## src/hdl/mscc_pkg.sv

```systemverilog
// ----------------------------------------------------------------------------
// mscc_pkg
// Shared types, constants and instruction codes of the music sequencer
// channel core.
// ----------------------------------------------------------------------------
package mscc_pkg;

  // Storage sizes
  localparam int unsigned REG_COUNT  = 16;
  localparam int unsigned STACK_SIZE = 32;

  // Stack level counts 0..STACK_SIZE; the store is split in two banks by
  // address parity
  localparam int unsigned LVL_W      = $clog2(STACK_SIZE + 1);
  localparam int unsigned BANK_DEPTH = (STACK_SIZE + 1) / 2;
  localparam int unsigned ROW_W      = $clog2(BANK_DEPTH);

  // Stream widths
  localparam int unsigned IN_TDATA_W  = 16;
  localparam int unsigned OUT_TDATA_W = 64;
  localparam int unsigned OUT_TUSER_W = 2;

  // Highest direct note pitch + 1, also the direct rest code
  localparam logic [7:0] NOTE_REST_CODE = 8'd96;
  // Divisor of the percent instruction and its 16-bit fixed-point reciprocal
  localparam logic [7:0]  PRC_DIV   = 8'd100;
  localparam logic [9:0]  PRC_RECIP = 10'd655;

  // Command reported per instruction
  typedef enum logic [1:0] {
    KIND_CONTINUE = 2'd0,
    KIND_PLAY     = 2'd1,
    KIND_REST     = 2'd2,
    KIND_HALT     = 2'd3
  } mscc_kind_e;

  // Module interface request
  typedef enum logic [1:0] {
    MREQ_NONE = 2'd0,
    MREQ_GET  = 2'd1,
    MREQ_SET  = 2'd2,
    MREQ_CALL = 2'd3
  } mscc_mreq_e;

  // Fault status
  typedef enum logic [1:0] {
    FAULT_OK      = 2'd0,
    FAULT_ILLEGAL = 2'd1,
    FAULT_STACK   = 2'd2
  } mscc_fault_e;

  // Register-form selector (opcode bits 5:4 of 0x80..0xBF)
  localparam logic [1:0] AF_LD   = 2'd0;
  localparam logic [1:0] AF_NOTE = 2'd1;
  localparam logic [1:0] AF_LOOP = 2'd2;

  // Control-form opcodes (opcode minus 0xC0)
  localparam logic [5:0] OPC_CALL = 6'h00;
  localparam logic [5:0] OPC_JMP  = 6'h01;
  localparam logic [5:0] OPC_JEQ  = 6'h02;
  localparam logic [5:0] OPC_JNE  = 6'h03;
  localparam logic [5:0] OPC_JLE  = 6'h04;
  localparam logic [5:0] OPC_JLT  = 6'h05;
  localparam logic [5:0] OPC_JGE  = 6'h06;
  localparam logic [5:0] OPC_JGT  = 6'h07;
  localparam logic [5:0] OPC_MOV  = 6'h08;
  localparam logic [5:0] OPC_EXG  = 6'h09;
  localparam logic [5:0] OPC_ADD  = 6'h0A;
  localparam logic [5:0] OPC_SUB  = 6'h0B;
  localparam logic [5:0] OPC_PRC  = 6'h0C;
  localparam logic [5:0] OPC_CMP  = 6'h0D;
  localparam logic [5:0] OPC_REST = 6'h1B;
  localparam logic [5:0] OPC_MGET = 6'h1C;
  localparam logic [5:0] OPC_MSET = 6'h1D;

  // Extended form (opcode 0xFF), selected by x
  localparam logic [3:0] DX_PUSH  = 4'd0;
  localparam logic [3:0] DX_POP   = 4'd1;
  localparam logic [3:0] DX_MCALL = 4'd2;
  localparam logic [3:0] DX_SYS   = 4'd15;

  // System operations (x = 15), selected by y
  localparam logic [3:0] SY_NOP      = 4'd0;
  localparam logic [3:0] SY_RET      = 4'd1;
  localparam logic [3:0] SY_SLUR_ON  = 4'd5;
  localparam logic [3:0] SY_SLUR_OFF = 4'd6;
  localparam logic [3:0] SY_HALT     = 4'd15;

  // Stack operation for one instruction: data_lo goes to the current level,
  // data_hi to the one above it
  typedef struct packed {
    logic [1:0] push_cnt;
    logic [1:0] pop_cnt;
    logic [7:0] data_lo;
    logic [7:0] data_hi;
  } mscc_stk_cmd_t;

  // Stack status: level and the two topmost entries
  typedef struct packed {
    logic [LVL_W-1:0] level;
    logic [7:0]       top_a;  // entry at level-1
    logic [7:0]       top_b;  // entry at level-2
  } mscc_stk_stat_t;

  // One result item
  typedef struct packed {
    mscc_kind_e  command_kind;
    logic [7:0]  pitch;
    logic [7:0]  length_count;
    logic [7:0]  length_divisor;
    logic [7:0]  next_fetch;
    logic [7:0]  procedure;
    logic        slur_on;
    mscc_mreq_e  module_request;
    logic [3:0]  module_slot;
    logic [7:0]  module_data;
    mscc_fault_e fault;
  } mscc_result_t;

endpackage

```

## src/hdl/music_sequencer_channel_core.sv

```systemverilog
// ----------------------------------------------------------------------------
// music_sequencer_channel_core
// Executes one two-byte music channel instruction per input item.
// ----------------------------------------------------------------------------
// Usage:
//   s_axis carries one instruction per beat (opcode and operand byte).
//   m_axis returns one result per instruction: the command (continue, play,
//   rest, halt) on tuser, and note length, next fetch address, procedure,
//   slur mode, module request and fault status on tdata.
//   An accepted instruction is held in the input register and executed from
//   there into the result register, which presents its result on m_axis.
//   Throughput is one instruction per cycle while the receiver does not
//   stall: register file, flags, fetch counter and stack top are read and
//   updated in the single execute step, which also holds the 8x8 multiply
//   and divide by 100 of the percent op.
//   When the receiver stalls, the result is held; one more instruction is
//   taken into the input register, then s_axis_tready_o drops.
//   Reset clears the registers, flags, counters and the stack level; the
//   stack memory is not cleared, as no entry is read before it is written.
// ----------------------------------------------------------------------------
module music_sequencer_channel_core (
  input  logic                               clk_i,
  input  logic                               rst_ni,
  // Instruction stream
  input  logic                               s_axis_tvalid_i,
  output logic                               s_axis_tready_o,
  // [7:0] opcode_byte, [15:8] operand_byte
  input  logic [mscc_pkg::IN_TDATA_W-1:0]    s_axis_tdata_i,
  // Result stream
  output logic                               m_axis_tvalid_o,
  input  logic                               m_axis_tready_i,
  // [7:0] pitch, [15:8] length_count, [23:16] length_divisor,
  // [31:24] next_fetch, [39:32] procedure, [40] slur_on,
  // [42:41] module_request, [46:43] module_slot, [54:47] module_data,
  // [56:55] fault, [63:57] zero
  output logic [mscc_pkg::OUT_TDATA_W-1:0]   m_axis_tdata_o,
  // [1:0] command_kind
  output logic [mscc_pkg::OUT_TUSER_W-1:0]   m_axis_tuser_o
);
  import mscc_pkg::*;

  // Handshake
  logic in_vld_q, out_vld_q, accept, advance;

  // Input register
  logic [7:0] op_q, arg_q;

  // Architectural state
  logic [7:0] rf_q [REG_COUNT];
  logic [7:0] rf_d [REG_COUNT];
  logic       eq_q, eq_d, gt_q, gt_d, slur_q, slur_d;
  logic [7:0] fc_q, fc_d, proc_q, proc_d;

  // Execute
  logic [3:0]     rn_idx, rx_idx, ry_idx;
  logic [7:0]     rn, rx, ry, fc_inc;
  logic [15:0]    prod;
  logic [25:0]    prod_scaled;
  logic [9:0]     quo_est;
  logic [15:0]    rem_est;
  logic [7:0]     prc_res;
  logic           jump;
  logic [LVL_W:0] lvl_ext;
  mscc_stk_cmd_t  stk_cmd, stk_cmd_gated;
  mscc_stk_stat_t stk_stat;
  mscc_result_t   res, res_q;

  assign accept          = s_axis_tvalid_i && s_axis_tready_o;
  assign advance         = in_vld_q && (!out_vld_q || m_axis_tready_i);
  assign s_axis_tready_o = !in_vld_q || advance;
  assign m_axis_tvalid_o = out_vld_q;

  // Input stage
  always_ff @(posedge clk_i or negedge rst_ni) begin
    if (!rst_ni) begin
      in_vld_q <= 1'b0;
    end else if (accept) begin
      in_vld_q <= 1'b1;
    end else if (advance) begin
      in_vld_q <= 1'b0;
    end
  end

  always_ff @(posedge clk_i) begin
    if (accept) begin
      op_q  <= s_axis_tdata_i[7:0];
      arg_q <= s_axis_tdata_i[15:8];
    end
  end

  // Operand fields and register reads
  assign rn_idx = op_q[3:0];
  assign rx_idx = arg_q[7:4];
  assign ry_idx = arg_q[3:0];
  assign rn     = rf_q[rn_idx];
  assign rx     = rf_q[rx_idx];
  assign ry     = rf_q[ry_idx];
  assign fc_inc = fc_q + 8'd1;

  // Percent: (Ry*Rx)/100 by reciprocal estimate and one correction step
  assign prod        = ry * rx;
  assign prod_scaled = 26'(prod) * 26'(PRC_RECIP);
  assign quo_est     = prod_scaled[25:16];
  assign rem_est     = prod - 16'(quo_est * 16'(PRC_DIV));
  assign prc_res     = (rem_est >= 16'(PRC_DIV)) ? 8'(quo_est + 10'd1) : quo_est[7:0];

  assign lvl_ext = {1'b0, stk_stat.level};

  // Instruction decode and execute
  always_comb begin
    rf_d    = rf_q;
    eq_d    = eq_q;
    gt_d    = gt_q;
    slur_d  = slur_q;
    fc_d    = fc_inc;
    proc_d  = proc_q;
    jump    = 1'b0;
    stk_cmd = '0;
    res     = '0;
    res.command_kind   = KIND_CONTINUE;
    res.module_request = MREQ_NONE;
    res.fault          = FAULT_OK;

    priority if (!op_q[7]) begin
      // Direct note or rest
      if (op_q < NOTE_REST_CODE) begin
        res.command_kind   = KIND_PLAY;
        res.pitch          = op_q;
        res.length_count   = {4'd0, rx_idx} + 8'd1;
        res.length_divisor = {4'd0, ry_idx} + 8'd1;
      end else if (op_q == NOTE_REST_CODE) begin
        res.command_kind   = KIND_REST;
        res.length_count   = {4'd0, rx_idx} + 8'd1;
        res.length_divisor = {4'd0, ry_idx} + 8'd1;
      end else begin
        res.fault = FAULT_ILLEGAL;
      end
    end else if (!op_q[6]) begin
      // Register forms
      unique case (op_q[5:4])
        AF_LD: begin
          rf_d[rn_idx] = arg_q;
        end
        AF_NOTE: begin
          res.command_kind   = KIND_PLAY;
          res.pitch          = rn;
          res.length_count   = rx;
          res.length_divisor = ry;
        end
        AF_LOOP: begin
          if (rn != 8'd0) begin
            rf_d[rn_idx] = rn - 8'd1;
            fc_d         = arg_q;
          end
        end
        default: begin
          res.fault = FAULT_ILLEGAL;
        end
      endcase
    end else if (op_q != 8'hFF) begin
      // Control forms
      unique case (op_q[5:0])
        OPC_CALL: begin
          if (lvl_ext + (LVL_W+1)'(2) > (LVL_W+1)'(STACK_SIZE)) begin
            res.fault = FAULT_STACK;
          end else begin
            stk_cmd.push_cnt = 2'd2;
            stk_cmd.data_lo  = proc_q;
            stk_cmd.data_hi  = fc_inc;
            proc_d           = arg_q;
            fc_d             = 8'd0;
          end
        end
        OPC_JMP: jump = 1'b1;
        OPC_JEQ: jump = eq_q;
        OPC_JNE: jump = !eq_q;
        OPC_JLE: jump = eq_q || !gt_q;
        OPC_JLT: jump = !gt_q && !eq_q;
        OPC_JGE: jump = eq_q || gt_q;
        OPC_JGT: jump = gt_q;
        OPC_MOV: rf_d[ry_idx] = rx;
        OPC_EXG: begin
          rf_d[ry_idx] = rx;
          rf_d[rx_idx] = ry;
        end
        OPC_ADD: rf_d[ry_idx] = ry + rx;
        OPC_SUB: rf_d[ry_idx] = ry - rx;
        OPC_PRC: rf_d[ry_idx] = prc_res;
        OPC_CMP: begin
          eq_d = (rx == ry);
          gt_d = (ry > rx);
        end
        OPC_REST: begin
          res.command_kind   = KIND_REST;
          res.length_count   = rx;
          res.length_divisor = ry;
        end
        OPC_MGET: begin
          res.module_request = MREQ_GET;
          res.module_slot    = rx_idx;
        end
        OPC_MSET: begin
          res.module_request = MREQ_SET;
          res.module_slot    = ry_idx;
          res.module_data    = rx;
        end
        default: begin
          res.fault = FAULT_ILLEGAL;
        end
      endcase
      if (jump) begin
        fc_d = arg_q;
      end
    end else if (rx_idx != DX_SYS) begin
      // Extended forms
      unique case (rx_idx)
        DX_PUSH: begin
          if (lvl_ext >= (LVL_W+1)'(STACK_SIZE)) begin
            res.fault = FAULT_STACK;
          end else begin
            stk_cmd.push_cnt = 2'd1;
            stk_cmd.data_lo  = ry;
          end
        end
        DX_POP: begin
          if (stk_stat.level == '0) begin
            res.fault = FAULT_STACK;
          end else begin
            stk_cmd.pop_cnt = 2'd1;
            rf_d[ry_idx]    = stk_stat.top_a;
          end
        end
        DX_MCALL: begin
          res.module_request = MREQ_CALL;
          res.module_slot    = ry_idx;
        end
        default: begin
          res.fault = FAULT_ILLEGAL;
        end
      endcase
    end else begin
      // System operations
      unique case (ry_idx)
        SY_NOP: ;
        SY_RET: begin
          if (lvl_ext < (LVL_W+1)'(2)) begin
            res.fault = FAULT_STACK;
          end else begin
            stk_cmd.pop_cnt = 2'd2;
            fc_d            = stk_stat.top_a;
            proc_d          = stk_stat.top_b;
          end
        end
        SY_SLUR_ON:  slur_d = 1'b1;
        SY_SLUR_OFF: slur_d = 1'b0;
        SY_HALT:     res.command_kind = KIND_HALT;
        default: begin
          res.fault = FAULT_ILLEGAL;
        end
      endcase
    end

    res.next_fetch = fc_d;
    res.procedure  = proc_d;
    res.slur_on    = slur_d;
  end

  // Stack changes only when the instruction retires
  assign stk_cmd_gated = advance ? stk_cmd : '0;

  mscc_stack u_stack (
    .clk_i  (clk_i),
    .rst_ni (rst_ni),
    .cmd_i  (stk_cmd_gated),
    .stat_o (stk_stat)
  );

  // State commit
  always_ff @(posedge clk_i or negedge rst_ni) begin
    if (!rst_ni) begin
      for (int i = 0; i < REG_COUNT; i++) begin
        rf_q[i] <= 8'd0;
      end
      eq_q   <= 1'b0;
      gt_q   <= 1'b0;
      slur_q <= 1'b0;
      fc_q   <= 8'd0;
      proc_q <= 8'd0;
    end else if (advance) begin
      rf_q   <= rf_d;
      eq_q   <= eq_d;
      gt_q   <= gt_d;
      slur_q <= slur_d;
      fc_q   <= fc_d;
      proc_q <= proc_d;
    end
  end

  // Result register
  always_ff @(posedge clk_i or negedge rst_ni) begin
    if (!rst_ni) begin
      out_vld_q <= 1'b0;
    end else if (advance) begin
      out_vld_q <= 1'b1;
    end else if (m_axis_tready_i) begin
      out_vld_q <= 1'b0;
    end
  end

  always_ff @(posedge clk_i) begin
    if (advance) begin
      res_q <= res;
    end
  end

  // Output packing
  assign m_axis_tuser_o = res_q.command_kind;
  assign m_axis_tdata_o = {7'd0,
                           res_q.fault,
                           res_q.module_data,
                           res_q.module_slot,
                           res_q.module_request,
                           res_q.slur_on,
                           res_q.procedure,
                           res_q.next_fetch,
                           res_q.length_divisor,
                           res_q.length_count,
                           res_q.pitch};

endmodule

```

## src/hdl/mscc_stack.sv

```systemverilog
// ----------------------------------------------------------------------------
// mscc_stack
// Call/push byte stack. Two parity banks give two writes (call) and two
// reads (return) per cycle; the top entry of each bank is prefetched into a
// register with write-through on the same row.
// ----------------------------------------------------------------------------
module mscc_stack (
  input  logic                    clk_i,
  input  logic                    rst_ni,
  input  mscc_pkg::mscc_stk_cmd_t cmd_i,
  output mscc_pkg::mscc_stk_stat_t stat_o
);
  import mscc_pkg::*;

  logic [LVL_W-1:0] level_q, level_d;
  logic [LVL_W-1:0] addr_lo, addr_hi;
  logic [LVL_W:0]   cnt_even, cnt_odd;

  logic [7:0] mem_even [BANK_DEPTH];
  logic [7:0] mem_odd  [BANK_DEPTH];

  logic             we_even, we_odd;
  logic [ROW_W-1:0] wrow_even, wrow_odd;
  logic [7:0]       wdat_even, wdat_odd;
  logic [ROW_W-1:0] rrow_even, rrow_odd;
  logic [7:0]       rd_even_q, rd_odd_q;

  // Level update
  assign level_d = level_q + LVL_W'(cmd_i.push_cnt) - LVL_W'(cmd_i.pop_cnt);

  always_ff @(posedge clk_i or negedge rst_ni) begin
    if (!rst_ni) begin
      level_q <= '0;
    end else begin
      level_q <= level_d;
    end
  end

  // Steer pushed bytes to their bank by address parity
  assign addr_lo = level_q;
  assign addr_hi = level_q + LVL_W'(1);

  always_comb begin
    we_even   = 1'b0;
    wrow_even = ROW_W'(addr_lo >> 1);
    wdat_even = cmd_i.data_lo;
    we_odd    = 1'b0;
    wrow_odd  = ROW_W'(addr_lo >> 1);
    wdat_odd  = cmd_i.data_lo;
    if (cmd_i.push_cnt != 2'd0) begin
      if (!addr_lo[0]) begin
        we_even = 1'b1;
      end else begin
        we_odd = 1'b1;
      end
    end
    if (cmd_i.push_cnt == 2'd2) begin
      if (!addr_hi[0]) begin
        we_even   = 1'b1;
        wrow_even = ROW_W'(addr_hi >> 1);
        wdat_even = cmd_i.data_hi;
      end else begin
        we_odd   = 1'b1;
        wrow_odd = ROW_W'(addr_hi >> 1);
        wdat_odd = cmd_i.data_hi;
      end
    end
  end

  // Top row of each bank under the next level
  assign cnt_even  = ({1'b0, level_d} + (LVL_W+1)'(1)) >> 1;
  assign cnt_odd   = {1'b0, level_d} >> 1;
  assign rrow_even = ROW_W'(cnt_even - (LVL_W+1)'(1));
  assign rrow_odd  = ROW_W'(cnt_odd - (LVL_W+1)'(1));

  // Even bank
  always_ff @(posedge clk_i) begin
    if (we_even) begin
      mem_even[wrow_even] <= wdat_even;
    end
    rd_even_q <= (we_even && (wrow_even == rrow_even)) ? wdat_even : mem_even[rrow_even];
  end

  // Odd bank
  always_ff @(posedge clk_i) begin
    if (we_odd) begin
      mem_odd[wrow_odd] <= wdat_odd;
    end
    rd_odd_q <= (we_odd && (wrow_odd == rrow_odd)) ? wdat_odd : mem_odd[rrow_odd];
  end

  // Entry level-1 sits in the bank of its parity, level-2 in the other
  assign stat_o.level = level_q;
  assign stat_o.top_a = level_q[0] ? rd_even_q : rd_odd_q;
  assign stat_o.top_b = level_q[0] ? rd_odd_q  : rd_even_q;

endmodule

```

## config.mk

```make
export PLATFORM = sky130hd
export DESIGN_NAME = music_sequencer_channel_core
export DESIGN_NICKNAME = d
export VERILOG_FILES = /design/src/hdl/mscc_pkg.sv /design/src/hdl/music_sequencer_channel_core.sv /design/src/hdl/mscc_stack.sv
export SDC_FILE = /design/constraint.sdc
export NUM_CORES = 2
export LEC_CHECK = 0
export ABC_AREA = 0
export BUFFER_PORTS_ARGS = -buffer_cell sky130_fd_sc_hd__buf_4
export CAP_MARGIN = 20
export CORE_ASPECT_RATIO = 1.2
export CORE_MARGIN = 2
export CORE_UTILIZATION = 25
export DETAILED_ROUTE_END_ITERATION = 8
export PLACE_DENSITY = 0.36
export SLEW_MARGIN = 20
export SYNTH_ARGS = -nofsm -noshare
export SYNTH_HDL_FRONTEND = slang
export SYNTH_SLANG_ARGS = --single-unit
```

## constraint.sdc

```tcl
create_clock -name clk_i -period 35 [get_ports clk_i]
set_input_delay 10.5 -clock clk_i [delete_from_list [all_inputs] [get_ports clk_i]]
set_output_delay 10.5 -clock clk_i [all_outputs]
set_load 0.005 [all_outputs]
```

==> implementation parameters <==
Parameter                              Value

STA
  Setup TNS after final layout ... 0 ns
  Final count of negative-setup-slack endpoints ... 0
  Final period util ... between 60% and 70%
  Unrepaired setup endpoints after global routing ... false
  Max-slew headroom ... between 10% and 20%
  Final-report max-slew violation count ... 0
  Worst Max-Slew Pin Slew ... 1.29 ns
  Final hold violation count ... 0
  Post-route clock skew ... 0.0565 ns
  Highest clock frequency the design can meet ... about 0.047 GHz
  Clock period minus final worst setup slack ... 21.44 ns

CTS
  Clock insertion delay at the later pin of the skew report ... 0.73 ns
  Clock tree sinks ... 494
  Maximum clock path buffer count ... 3
  H-tree Lvls ... 3
  Buffers inserted by post-CTS timing repair ... 0
  Clock-pin slew of the registers on the worst-case setup and hold paths ... roughly 0.060 ns
  Number of gates resized after cts ... 0
  CTS tree ... yes
  Clock buffer count from CTS ... 70
  Master cell of the clock root buffer ... sky130_fd_sc_hd__clkbuf_16
  # hold bufs at CTS ... 0

Synthesis
  Synth top area cells ... sky130_fd_sc_hd__edfxtp_1 (24%), sky130_fd_sc_hd__mux4_2 (11%), sky130_fd_sc_hd__dfrtp_1 (9.2%)
  Post-synthesis area per instance ... between 9 and 10 sq um
  Cell area after synthesis ... approximately 42000 sq um
  Cells after synthesis ... 4506
  Area leader, netlist ... sky130_fd_sc_hd__edfxtp_1
  Synth cell types ... 91
  Count of flip-flops with a built-in enable after synthesis ... roughly 330
  Sequential element share of the synthesized area ... roughly a third
  Flop and latch count out of synthesis ... about 490
  Yosys top cell area share ... between 20% and 30%
  Warning count from the yosys run ... 0
  Most used flip-flop cell after synthesis ... sky130_fd_sc_hd__edfxtp_1
  Share of flip-flops with an asynchronous set or reset ... a little under a third

GRT
  Overall overflow remaining after global route ... 0
  Global-route wire length before repair ... just over 300000 um
  Met3 track demand over resource in global routing ... between 5 and 6%
  Aggregate global-route resource usage ... 25.3%
  Number of global-route vias before repair ... ~38000
  Maximum number of pins on one net before global-route repair ... roughly 110
  GR Layer Usage met2 ... about two fifths
  Number of antenna violations at the first check in global routing ... 8
  Most used routing layer ... met2
  Met1 track demand over resource ... about 32%

Placed design
  Post-detail-place hpwl ... between 100000 and 150000 um
  Count of buffers inserted at the top-level ports ... 80
  Area post-placement ... around 46000 sq um
  Final weighted congestion in routability-driven placement ... 0.960

Setup path
  Req. time, crit path ... approximately 25 ns
  Slowest stage delay, CP ... approximately 0.18 ns
  Startpoint type of the worst setup path ... primary input
  Critical-path cell with the highest stage delay ... sky130_fd_sc_hd__nand3b_1
  Crit. End Element ... output pin
  Critical path's most frequent cell ... sky130_fd_sc_hd__buf_4
  Arrival time of the worst setup path ... around 11 ns
  Critical path class ... in2out
  Crit-path max FO ... 3
  Chain of cells forming the critical path ... buf_4, nand3b_1, buf_4

Routing
  Per-cell via count in the routed design ... 5.95
  Detail Route Antenna Nets ... 0
  Number of design-rule violations left by the first detailed-router iteration ... 4682
  Final Routed Wirelength ... 223000 um
  First-pass DRT Iterations ... 8
  DR DRC count ... 0
  Total number of vias ... 40216
  Drt wl/cell ... approximately 33 um

Floorplan
  Number of placed I/O pins ... a little under 90
  Die height ... approximately 450 um
  Area enclosed by the die boundary ... 172000 sq um
  Area of the core region ... around 170000 sq um
  Initial standard-cell utilization of the core ... around a quarter
  Row cnt ... between 150 and 200
  Die width ... roughly 380 um

Run
  Number of maximum-capacitance constraint violations ... 0

Layout
  Cell area after layout ... about 48000 sq um
  Share of cells above drive strength 1 ... between 10 and 15%
  Leading cell types in the layout, fill and taps excluded ... sky130_fd_sc_hd__nor2_1 (468), sky130_fd_sc_hd__nand2_1 (434), sky130_fd_sc_hd__a21oi_1 (371)
  Nets ... approximately 4800
  Layout Area Growth over Synthesis ... 13.4%
  Most common library cell in the layout ignoring fill and taps ... sky130_fd_sc_hd__nor2_1

Worst hold path
  Path category of the worst min-delay check ... reg2reg

Status
  Result of the run ... completed
==> worst max-delay path: cells and delay by family <==
kind,cells,cell delay [ns]
buffers and inverters,2,0.27
AND/OR/NAND/NOR,1,0.18
==> Yosys cell counts (85+ instances only) <==
library cell	number
sky130_fd_sc_hd__a21oi_1	374
sky130_fd_sc_hd__o21ai_0	278
sky130_fd_sc_hd__o22ai_1	101
sky130_fd_sc_hd__o221ai_1	122
sky130_fd_sc_hd__nor2_1	474
sky130_fd_sc_hd__clkbuf_1	318
sky130_fd_sc_hd__inv_1	193
sky130_fd_sc_hd__fa_1	85
sky130_fd_sc_hd__o211ai_1	99
sky130_fd_sc_hd__nand2_1	439
sky130_fd_sc_hd__dfrtp_1	155
sky130_fd_sc_hd__mux4_2	198
sky130_fd_sc_hd__nand3_1	112
sky130_fd_sc_hd__ha_1	230
sky130_fd_sc_hd__edfxtp_1	331
==> kinds of logic (layout without fill, tap and decap cells) <==
logic type	after synthesis	count (layout)	share of synthesized area [%]
AO/OA/AOI/OAI	1473	1473	23.2
AND/OR/NAND/NOR	1278	1278	13.2
buffers and inverters	584	575	5.33
flip-flops	494	494	33.2
adder cells (fa/ha/maj)	321	321	11.0
multiplexers	265	265	12.2
XOR/XNOR	90	90	1.92
other	1	11	0.00889
==> final timing paths <==
| check | endpoint | slack [ns] | depth (start not counted) | from |
|---|---|---|---|---|
| max reg2reg | rf_q[53] | 15.44 | 63 | arg_q[4] |
| max in group asynchronous | fc_q[6] | 23.70 | 2 | rst_ni |
| min | m_axis_tvalid_o | 0.49 | 1 | in_vld_q |
| min reg2reg | m_axis_tvalid_o | 0.49 | 1 | in_vld_q |
| min in group asynchronous | rf_q[84] | 9.81 | 1 | rst_ni |
| max | s_axis_tready_o | 13.56 | 3 | m_axis_tready_i |
==> routing by layer <==
layer | vias up | routed length (um)
li1 | 16978 | -
met1 | 20321 | 89500
met2 | 2286 | 101000
met3 | 625 | 18600
met4 | 6 | 13600
met5 | - | 47
==> metrics by stage <==
step | hold WS, ns | utilization [%] | worst slack, ns | cells
finish | 0.487 | 28.5 | 13.56 | 6761
global route | 0.515 | 28.5 | 13.53 | 6757
CTS | 0.501 | 28.5 | 13.55 | 6757
detailed placement | 0.474 | 27.1 | 13.55 | 6629
global placement | 0.474 | 27.1 | 13.54 | 6625
floorplan | 0.449 | - | 13.83 | 4512
==> registers in the layout (all words and copies together) (netlist names), named ones only <==
register / count
arg_q: 8
eq_q: 1
fc_q: 8
gt_q: 1
in_vld_q: 1
m_axis_tdata_o: 57
m_axis_tuser_o: 2
m_axis_tvalid_o: 1
op_q: 8
proc_q: 8
rf_q: 128
slur_q: 1
u_stack.addr_lo: 6
u_stack.mem_even: 128
u_stack.mem_odd: 128
==> area by class of cell <==
class | instances | area, sq um
antenna | 4 | 10.0
clock buffer | 91 | 1890
timing repair buffer | 244 | 1850
fill | 17834 | 120000
clock inverter | 37 | 310
tap | 2254 | 2820
sequential | 494 | 14000
inverter | 203 | 762
multi-input combinational | 3434 | 26200
Power is left out: the tool's default activity adds up to more than one toggle a clock period on the data nets, which glitch-free logic cannot reach.
